### src/rtl/stb_pkg.sv
// ---------------------------------------------------------------------------
// stb_pkg
// Command codes and slot types for the software timer bank.
// ---------------------------------------------------------------------------
`default_nettype none

package stb_pkg;

  // Command codes
  localparam logic [3:0] CMD_TICK     = 4'd0;
  localparam logic [3:0] CMD_START    = 4'd1;
  localparam logic [3:0] CMD_STOP     = 4'd2;
  localparam logic [3:0] CMD_SET_EVT  = 4'd3;
  localparam logic [3:0] CMD_CLR_EVT  = 4'd4;
  localparam logic [3:0] CMD_POLL     = 4'd5;
  localparam logic [3:0] CMD_QUERY    = 4'd6;
  localparam logic [3:0] CMD_DISPATCH = 4'd7;
  localparam logic [3:0] CMD_DELAY    = 4'd8;

  // Clock value at which the millisecond clock wraps to zero
  localparam logic [32:0] CLOCK_TOP = 33'h0_FFFF_FFFF;

  // Countdown state of one slot as seen by the decrement unit
  typedef struct packed {
    logic        flag;
    logic        auto_rl;
    logic [31:0] reload;
    logic [31:0] remaining;
  } slot_state_t;

endpackage

`default_nettype wire

### src/rtl/stb_decr.sv
// ---------------------------------------------------------------------------
// stb_decr
// Shared soft-tick decrement unit: one slot per use, one subtract and compare.
// ---------------------------------------------------------------------------
`default_nettype none

module stb_decr import stb_pkg::*; #(
  parameter int unsigned SOFT_TICK_MS = 10
) (
  input  wire slot_state_t slot_i,
  output slot_state_t      slot_o
);

  localparam logic [31:0] Step = 32'(SOFT_TICK_MS);

  logic is_zero;
  logic expires;

  assign is_zero = (slot_i.remaining == 32'd0);
  assign expires = (slot_i.remaining <= Step);

  // Idle slots pass through; expiry flags and reloads or stops the slot
  always_comb begin
    slot_o = slot_i;
    if (!is_zero) begin
      if (expires) begin
        slot_o.flag      = 1'b1;
        slot_o.remaining = slot_i.auto_rl ? slot_i.reload : 32'd0;
      end else begin
        slot_o.remaining = slot_i.remaining - Step;
      end
    end
  end

endmodule

`default_nettype wire

### src/rtl/software_timer_bank.sv
// ---------------------------------------------------------------------------
// software_timer_bank
// Bank of countdown timers driven by a command channel.
// ---------------------------------------------------------------------------
// Usage:
//   A command item (command_i, timer_mask_i, auto_reload_i, count_value_i) is
//   taken at a rising edge with start_i high and busy_o low. busy_o stays high
//   while the item is worked on. The result (accepted_o, answer_o,
//   dispatched_id_o, event_word_o, clock_ms_o, delay_busy_o) is shown for
//   one cycle with done_o high; the receiver cannot stall it.
// Sequence: the accepted item is latched, then worked in the execute state:
//   - slot commands, delay load, hard tick without soft tick: result set there
//   - hard tick that fires a soft tick: then a scan state in which the shared
//     decrement unit walks every slot, one per cycle
//   - dispatch: then a scan from slot 0 up to the lowest flagged slot, or
//     through all TIMER_COUNT slots when none is flagged
//   A new item may be started in the same cycle that done_o is high.
// Reset: all slots, events, clock, tick accumulator and delay go to zero;
//   the block is ready as soon as reset is released.
// ---------------------------------------------------------------------------
`default_nettype none

module software_timer_bank import stb_pkg::*; #(
  parameter int unsigned TIMER_COUNT  = 16,
  parameter int unsigned HARD_TICK_MS = 1,
  parameter int unsigned SOFT_TICK_MS = 10,
  parameter logic [31:0] MAX_PERIOD   = 32'hFFFF_FFFF
) (
  input  wire logic        clk_i,
  input  wire logic        rst_ni,
  input  wire logic        start_i,
  output logic             busy_o,
  input  wire logic [3:0]  command_i,
  input  wire logic [15:0] timer_mask_i,
  input  wire logic        auto_reload_i,
  input  wire logic [31:0] count_value_i,
  output logic             done_o,
  output logic             accepted_o,
  output logic             answer_o,
  output logic [15:0]      dispatched_id_o,
  output logic [15:0]      event_word_o,
  output logic [31:0]      clock_ms_o,
  output logic             delay_busy_o
);

  localparam int unsigned IdxW = (TIMER_COUNT > 1) ? $clog2(TIMER_COUNT) : 1;
  localparam logic [IdxW-1:0] LastIdx = IdxW'(TIMER_COUNT - 1);

  typedef enum logic [1:0] {
    ST_IDLE,
    ST_EXEC,
    ST_SCAN
  } state_e;

  state_e state_q;

  // Latched command item
  logic [3:0]  cmd_q;
  logic [15:0] mask_q;
  logic        mode_q;
  logic [31:0] count_q;
  logic        valid_q;
  logic [IdxW-1:0] idx_q;

  // Slot storage
  logic [15:0] slot_id_q     [TIMER_COUNT];
  logic        slot_in_use_q [TIMER_COUNT];
  logic        slot_flag_q   [TIMER_COUNT];
  logic        slot_auto_q   [TIMER_COUNT];
  logic [31:0] slot_reload_q [TIMER_COUNT];
  logic [31:0] slot_rem_q    [TIMER_COUNT];

  // Global state
  logic [15:0] events_q;
  logic [31:0] ms_clock_q;
  logic [7:0]  accum_q;
  logic [31:0] delay_q;

  // Result registers
  logic        done_q;
  logic        acc_q;
  logic        ans_q;
  logic [15:0] did_q;

  // Lowest set bit of a mask, 16 when the mask is zero
  function automatic logic [4:0] lowest_bit(input logic [15:0] m);
    logic [4:0] k;
    k = 5'd16;
    for (int i = 15; i >= 0; i--) begin
      if (m[i]) k = 5'(i);
    end
    return k;
  endfunction

  logic [4:0] in_slot;
  logic       in_valid;

  assign in_slot  = lowest_bit(timer_mask_i);
  assign in_valid = (in_slot < 5'(TIMER_COUNT));

  // Hard tick arithmetic
  logic [32:0] clk_sum;
  logic [8:0]  acc_sum;
  logic        soft_fire;

  assign clk_sum   = {1'b0, ms_clock_q} + 33'(HARD_TICK_MS);
  assign acc_sum   = {1'b0, accum_q} + 9'(HARD_TICK_MS);
  assign soft_fire = (acc_sum >= 9'(SOFT_TICK_MS));

  // Shared decrement unit on the addressed slot
  slot_state_t dec_in;
  slot_state_t dec_out;

  assign dec_in.flag      = slot_flag_q[idx_q];
  assign dec_in.auto_rl   = slot_auto_q[idx_q];
  assign dec_in.reload    = slot_reload_q[idx_q];
  assign dec_in.remaining = slot_rem_q[idx_q];

  stb_decr #(
    .SOFT_TICK_MS(SOFT_TICK_MS)
  ) u_decr (
    .slot_i(dec_in),
    .slot_o(dec_out)
  );

  // Sequencer, slot storage and results
  always_ff @(posedge clk_i or negedge rst_ni) begin
    if (!rst_ni) begin
      state_q    <= ST_IDLE;
      cmd_q      <= CMD_TICK;
      mask_q     <= '0;
      mode_q     <= 1'b0;
      count_q    <= '0;
      valid_q    <= 1'b0;
      idx_q      <= '0;
      events_q   <= '0;
      ms_clock_q <= '0;
      accum_q    <= '0;
      delay_q    <= '0;
      done_q     <= 1'b0;
      acc_q      <= 1'b0;
      ans_q      <= 1'b0;
      did_q      <= '0;
      for (int i = 0; i < TIMER_COUNT; i++) begin
        slot_id_q[i]     <= '0;
        slot_in_use_q[i] <= 1'b0;
        slot_flag_q[i]   <= 1'b0;
        slot_auto_q[i]   <= 1'b0;
        slot_reload_q[i] <= '0;
        slot_rem_q[i]    <= '0;
      end
    end else begin
      done_q <= 1'b0;
      case (state_q)
        ST_IDLE: begin
          if (start_i) begin
            cmd_q   <= command_i;
            mask_q  <= timer_mask_i;
            mode_q  <= auto_reload_i;
            count_q <= count_value_i;
            valid_q <= in_valid;
            idx_q   <= in_slot[IdxW-1:0];
            state_q <= ST_EXEC;
          end
        end

        ST_EXEC: begin
          acc_q   <= 1'b0;
          ans_q   <= 1'b0;
          did_q   <= '0;
          done_q  <= 1'b1;
          state_q <= ST_IDLE;
          case (cmd_q)
            CMD_TICK: begin
              acc_q <= 1'b1;
              if (delay_q != 32'd0) delay_q <= delay_q - 32'd1;
              ms_clock_q <= (clk_sum >= CLOCK_TOP) ? 32'd0 : clk_sum[31:0];
              if (soft_fire) begin
                accum_q <= '0;
                idx_q   <= '0;
                done_q  <= 1'b0;
                state_q <= ST_SCAN;
              end else begin
                accum_q <= acc_sum[7:0];
              end
            end
            CMD_START: begin
              if (valid_q && (count_q < MAX_PERIOD)) begin
                slot_id_q[idx_q]     <= mask_q;
                slot_in_use_q[idx_q] <= 1'b1;
                slot_flag_q[idx_q]   <= 1'b0;
                slot_auto_q[idx_q]   <= mode_q;
                slot_reload_q[idx_q] <= count_q;
                slot_rem_q[idx_q]    <= count_q;
                acc_q                <= 1'b1;
              end
            end
            CMD_STOP: begin
              if (valid_q) begin
                slot_in_use_q[idx_q] <= 1'b0;
                slot_flag_q[idx_q]   <= 1'b0;
                slot_auto_q[idx_q]   <= 1'b0;
                slot_reload_q[idx_q] <= '0;
                slot_rem_q[idx_q]    <= '0;
                events_q             <= events_q & ~mask_q;
                acc_q                <= 1'b1;
              end
            end
            CMD_SET_EVT: begin
              if (valid_q) begin
                slot_id_q[idx_q]     <= mask_q;
                slot_rem_q[idx_q]    <= '0;
                slot_flag_q[idx_q]   <= 1'b1;
                slot_in_use_q[idx_q] <= 1'b1;
                acc_q                <= 1'b1;
              end
            end
            CMD_CLR_EVT: begin
              if (valid_q) begin
                slot_rem_q[idx_q]    <= '0;
                slot_flag_q[idx_q]   <= 1'b0;
                slot_in_use_q[idx_q] <= 1'b0;
                events_q             <= events_q & ~mask_q;
                acc_q                <= 1'b1;
              end
            end
            CMD_POLL: begin
              if (valid_q) begin
                if (slot_flag_q[idx_q]) begin
                  slot_flag_q[idx_q]   <= 1'b0;
                  slot_in_use_q[idx_q] <= 1'b0;
                  ans_q                <= 1'b1;
                end
                acc_q <= 1'b1;
              end
            end
            CMD_QUERY: begin
              if (valid_q) begin
                ans_q <= slot_in_use_q[idx_q];
                acc_q <= 1'b1;
              end
            end
            CMD_DISPATCH: begin
              acc_q   <= 1'b1;
              idx_q   <= '0;
              done_q  <= 1'b0;
              state_q <= ST_SCAN;
            end
            CMD_DELAY: begin
              delay_q <= count_q;
              acc_q   <= 1'b1;
            end
            default: begin
              acc_q <= 1'b0;
            end
          endcase
        end

        ST_SCAN: begin
          if (cmd_q == CMD_DISPATCH) begin
            // Stop at the lowest flagged slot
            if (slot_flag_q[idx_q]) begin
              slot_flag_q[idx_q]   <= 1'b0;
              slot_in_use_q[idx_q] <= 1'b0;
              events_q             <= events_q | slot_id_q[idx_q];
              did_q                <= slot_id_q[idx_q];
              done_q               <= 1'b1;
              state_q              <= ST_IDLE;
            end else if (idx_q == LastIdx) begin
              done_q  <= 1'b1;
              state_q <= ST_IDLE;
            end else begin
              idx_q <= idx_q + IdxW'(1);
            end
          end else begin
            // Soft tick: one slot through the decrement unit per cycle
            slot_flag_q[idx_q] <= dec_out.flag;
            slot_rem_q[idx_q]  <= dec_out.remaining;
            if (idx_q == LastIdx) begin
              done_q  <= 1'b1;
              state_q <= ST_IDLE;
            end else begin
              idx_q <= idx_q + IdxW'(1);
            end
          end
        end

        default: begin
          state_q <= ST_IDLE;
        end
      endcase
    end
  end

  // Port drive
  assign busy_o          = (state_q != ST_IDLE);
  assign done_o          = done_q;
  assign accepted_o      = acc_q;
  assign answer_o        = ans_q;
  assign dispatched_id_o = did_q;
  assign event_word_o    = events_q;
  assign clock_ms_o      = ms_clock_q;
  assign delay_busy_o    = (delay_q != 32'd0);

endmodule

`default_nettype wire

### config.mk
export PLATFORM = sky130hd
export DESIGN_NAME = software_timer_bank
export DESIGN_NICKNAME = d
export VERILOG_FILES = /design/src/rtl/stb_pkg.sv /design/src/rtl/stb_decr.sv /design/src/rtl/software_timer_bank.sv
export SDC_FILE = /design/constraint.sdc
export NUM_CORES = 2
export LEC_CHECK = 0
export BUFFER_PORTS_ARGS = -buffer_cell sky130_fd_sc_hd__buf_2
export CORE_MARGIN = 5
export CORE_UTILIZATION = 55
export DETAILED_ROUTE_END_ITERATION = 16
export PLACE_DENSITY_LB_ADDON = 0.3
export SYNTH_ARGS = -nofsm -noshare
export SYNTH_HDL_FRONTEND = slang
export SYNTH_SLANG_ARGS = --single-unit
### constraint.sdc
create_clock -name clk_i -period 4.3 [get_ports clk_i]
set_input_delay 0.215 -clock clk_i [delete_from_list [all_inputs] [get_ports clk_i]]
set_output_delay 0.215 -clock clk_i [all_outputs]
set_load 0.05 [all_outputs]
==> results by group <==
Route
  – DRT Pass-1 Iters: 6
  – Post-DR wirelength/cell: 28.6 um
  – 1st-iter DRT viols: 6549
  – Post-route ant nets: 0
  – Vias: 54.2k
  – Drt drc: 0
  – Final WL: 225000 um
  – Vias/cell: 6.90

Die
  – CORE AREA: 127000 sq um
  – Chip Width: 368 um
  – Initial core utilization: 0.553
  – I/O pin total: 125
  – # rows: 131
  – Die Y: 368 um
  – Die area: 135000 sq um

Layout
  – # diodes: 0
  – Layout cells sized above 1: 0.280
  – Filler cells: 9222
  – Finished Layout Cells: 7848
  – Area of the multi-input gates: 31000 sq um
  – Area grow syn2layout: 16.5%
  – Reg area: 37400 sq um
  – Layout Nets: 6127

Synthesis
  – Main combinational cell family by area after synthesis: multiplexers
  – FFs w/ async S/R, synth: 1.00
  – Yosys warns: 0
  – Syn avg cell area: 11.9 sq um
  – Compound-gate portion of the synthesized area: 0.166
  – Syn nets: 5968
  – Post-synthesis mux area share: 0.179
  – Largest cells by area after synthesis: dfrtp_1 53%, mux4_2 12%, a22o_1 6.6%, mux2_2 5.5%, o21ai_0 3.2%
  – Syn Inst Count: 5897
  – Top FF cell, synth: dfrtp_1
  – Post-synth EDFFs: 0
  – Post-synth top cells: 1495 x dfrtp_1, 582 x nand2_1, 534 x a22o_1, 523 x clkbuf_1, 456 x o21ai_0
  – Synth Register Bits: 1495
  – Post-Synth Adder-Cell Area: 0.00267
  – Synthesized area: 70400 sq um
  – Yosys top cell area share: 0.532
  – Most frequent cell after synthesis: dfrtp_1
  – Largest area contributor in the netlist: dfrtp_1
  – Simple-gate share of the synthesized area: 0.0813
  – Unique masters post-synth: 87
  – Post-synthesis xor/xnor area fraction: 0.00236
  – Sequential cell area fraction in the yosys report: 0.532

Global routing
  – Largest net degree at the start of global routing: 136
  – Grt ovf: 0
  – Global-route usage over all layers: 0.329
  – Initial antenna violation count: 4
  – First-pass GRT wire length: 341000 um
  – Vias in the first global route: 54.9k

STA
  – Final hold viol count: 0
  – Worst slew pin tran: 1.45 ns
  – Achievable Freq: 232 MHz
  – Final Critical Period: 4.31 ns
  – PnR worst setup slack: -0.00595 ns
  – Final period util: 1.00
  – RSZ-0062 raised after global routing: yes
  – Final setup vio count: 3
  – WHS: 0.0492 ns
  – Layout Skew: 0.0411 ns
  – Slew margin rel.: 0.0315
  – Final Max Slew Viols: 0

Flow run
  – MaxCap Viol Count: 0

Worst setup path
  – Required @ worst endpoint: 4.97 ns
  – Flop2flop setup slack: -0.006 ns
  – Worst setup SP type: flip-flop
  – CP endpoint kind: flip-flop
  – Maximum fanout along the worst path: 8
  – CP Class: reg2reg
  – CP arrival: 4.97 ns

Status
  – Status: complete, but fails checks
  – Failing checks: negative setup slack

Clocking
  – Number of CTS-inserted buffers: 157
  – Clock Path Buffers: 3
  – CTS Sinks: 1495
  – Number of H-tree levels: 4
  – CTS tree: yes
  – Clk slew on worst S/H paths: 0.06 ns
  – CTS root buf: clkbuf_16
  – Clock Latency Late Sink: 0.81 ns

Placed design
  – Pre-CTS setup slack: -0.219 ns
  – GPL Wtd Cong: 0.945
  – Post-DP HPWL: 134000 um
  – Port bufs: 124
  – Placed cell count: 7454

Pwr
  – NetSw: 20.1 mW
  – Max VDD drop: 0.631 mV
  – Clock power share: 0.280
  – Leakage: 36.4 nW
  – Comb power frac: 0.383
  – Internal: 32.6 mW
  – Switching Share: 0.381
  – Sequential Power Share: 0.337
  – Pwr Density: 642 nW/um^2

Hold path
  – Worst Hold Class: in2async
layout make-up:
type,count,share of cell area
clock inverter,71,0.0136
timing repair buffer,612,0.0701
sequential,1495,0.456
clock buffer,218,0.0555
multi-input combinational,3764,0.378
inverter,26,0.00119
tap,1662,0.0253
kinds of logic (layout without fill, tap and decap cells):
| group | Yosys count | after routing |
|---|---|---|
| compound gates | 1685 | 1685 |
| xor+xnor | 19 | 19 |
| fa+ha+maj | 15 | 15 |
| buf+inv | 638 | 927 |
| flops | 1495 | 1495 |
| mux | 735 | 735 |
| simple gates | 1310 | 1310 |
placed cells by master (no fill, tap or decap), types with 85 or more instances in the layout:
| cell type | instances |
|---|---|
| mux2_2 | 341 |
| a22o_1 | 534 |
| buf_2 | 124 |
| o221ai_1 | 96 |
| buf_12 | 91 |
| mux4_2 | 376 |
| clkbuf_16 | 161 |
| dfrtp_1 | 1491 |
| nand2_1 | 518 |
| o21ai_0 | 422 |
| buf_4 | 314 |
| a21oi_1 | 273 |
| nand3_1 | 85 |
| nor2_1 | 370 |
critical path, stage by stage, from the launching register on:
cell and delay, ns:
dfrtp_4 0.52, buf_12 0.19, buf_4 0.14, mux4_2 0.51
a22oi_2 0.24, nand2_2 0.11, or4_4 0.59, or4_4 0.59
nor4_4 0.20, buf_6 0.20, buf_6 0.11, nor4_1 0.04
o41ai_2 0.26, buf_4 0.21, buf_8 0.14, o21ai_0 0.10
state kept, by name (all words and copies together) (netlist names), 2 cells and up:
| signal | flops |
|---|---|
| state_q | 2 |
| slot_id_q | 256 |
| count_q | 32 |
| slot_reload_q | 512 |
| delay_q | 32 |
| event_word_o | 16 |
| mask_q | 16 |
| cmd_q | 4 |
| slot_auto_q | 16 |
| idx_q | 4 |
| accum_q | 8 |
| dispatched_id_o | 16 |
| slot_flag_q | 16 |
| slot_rem_q | 512 |
| clock_ms_o | 32 |
| slot_in_use_q | 16 |
per-stage QoR:
stage	setup TNS, ns	utilization	cell area (sq um)	total power, mW
after global placement	-11.32	0.588	74900	36.1
final	-0.0138	0.644	82000	52.7
after CTS	-0.0197	0.639	81400	51.6
after global routing	-6.52	0.644	82000	54.7
after detailed placement	-19.98	0.588	74900	36.5
after floorplan	-0.245	-	70500	29.2
power by group through the flow:
stage	combinational, mW	sequential (mW)	clock, mW
after floorplan	12.0	17.1	0
after global placement	18.3	17.8	0
after detailed placement	18.7	17.9	0
after CTS	19.1	17.7	14.8
after global routing	21.3	18.0	15.5
final	20.2	17.8	14.7
routing by layer:
layer  global-route usage  part of all wire  up-vias
met5              0.00249          0.000093        -
met4                0.151             0.053        4
met3               0.0907              0.11      737
met2                0.505              0.45     3197
met1                0.442              0.39    27900
li1                     -                 -    22400
worst paths after layout:
path                                    from               to  depth (start not counted)
max                                 idx_q[0]  slot_rem_q[328]                         15
min                                   rst_ni   slot_rem_q[94]                          2
max reg2reg                         idx_q[0]  slot_rem_q[328]                         15
min reg2reg                  slot_rem_q[189]  slot_rem_q[189]                          2
max in group asynchronous             rst_ni         idx_q[1]                          3
min in group clk_i         count_value_i[29]      count_q[29]                          3
repair_timing:
action / in CTS / in global routing
hold endpoints to repair: 165 / 0
hold buffers: 63 / 0
endpoints found under the setup margin: 277 / 461
pin swaps: 3 / 13
gates cloned: 3 / 5
resized for setup: 14 / 125
setup buffers: 12 / 22
(Power assumes the default switching activity.)
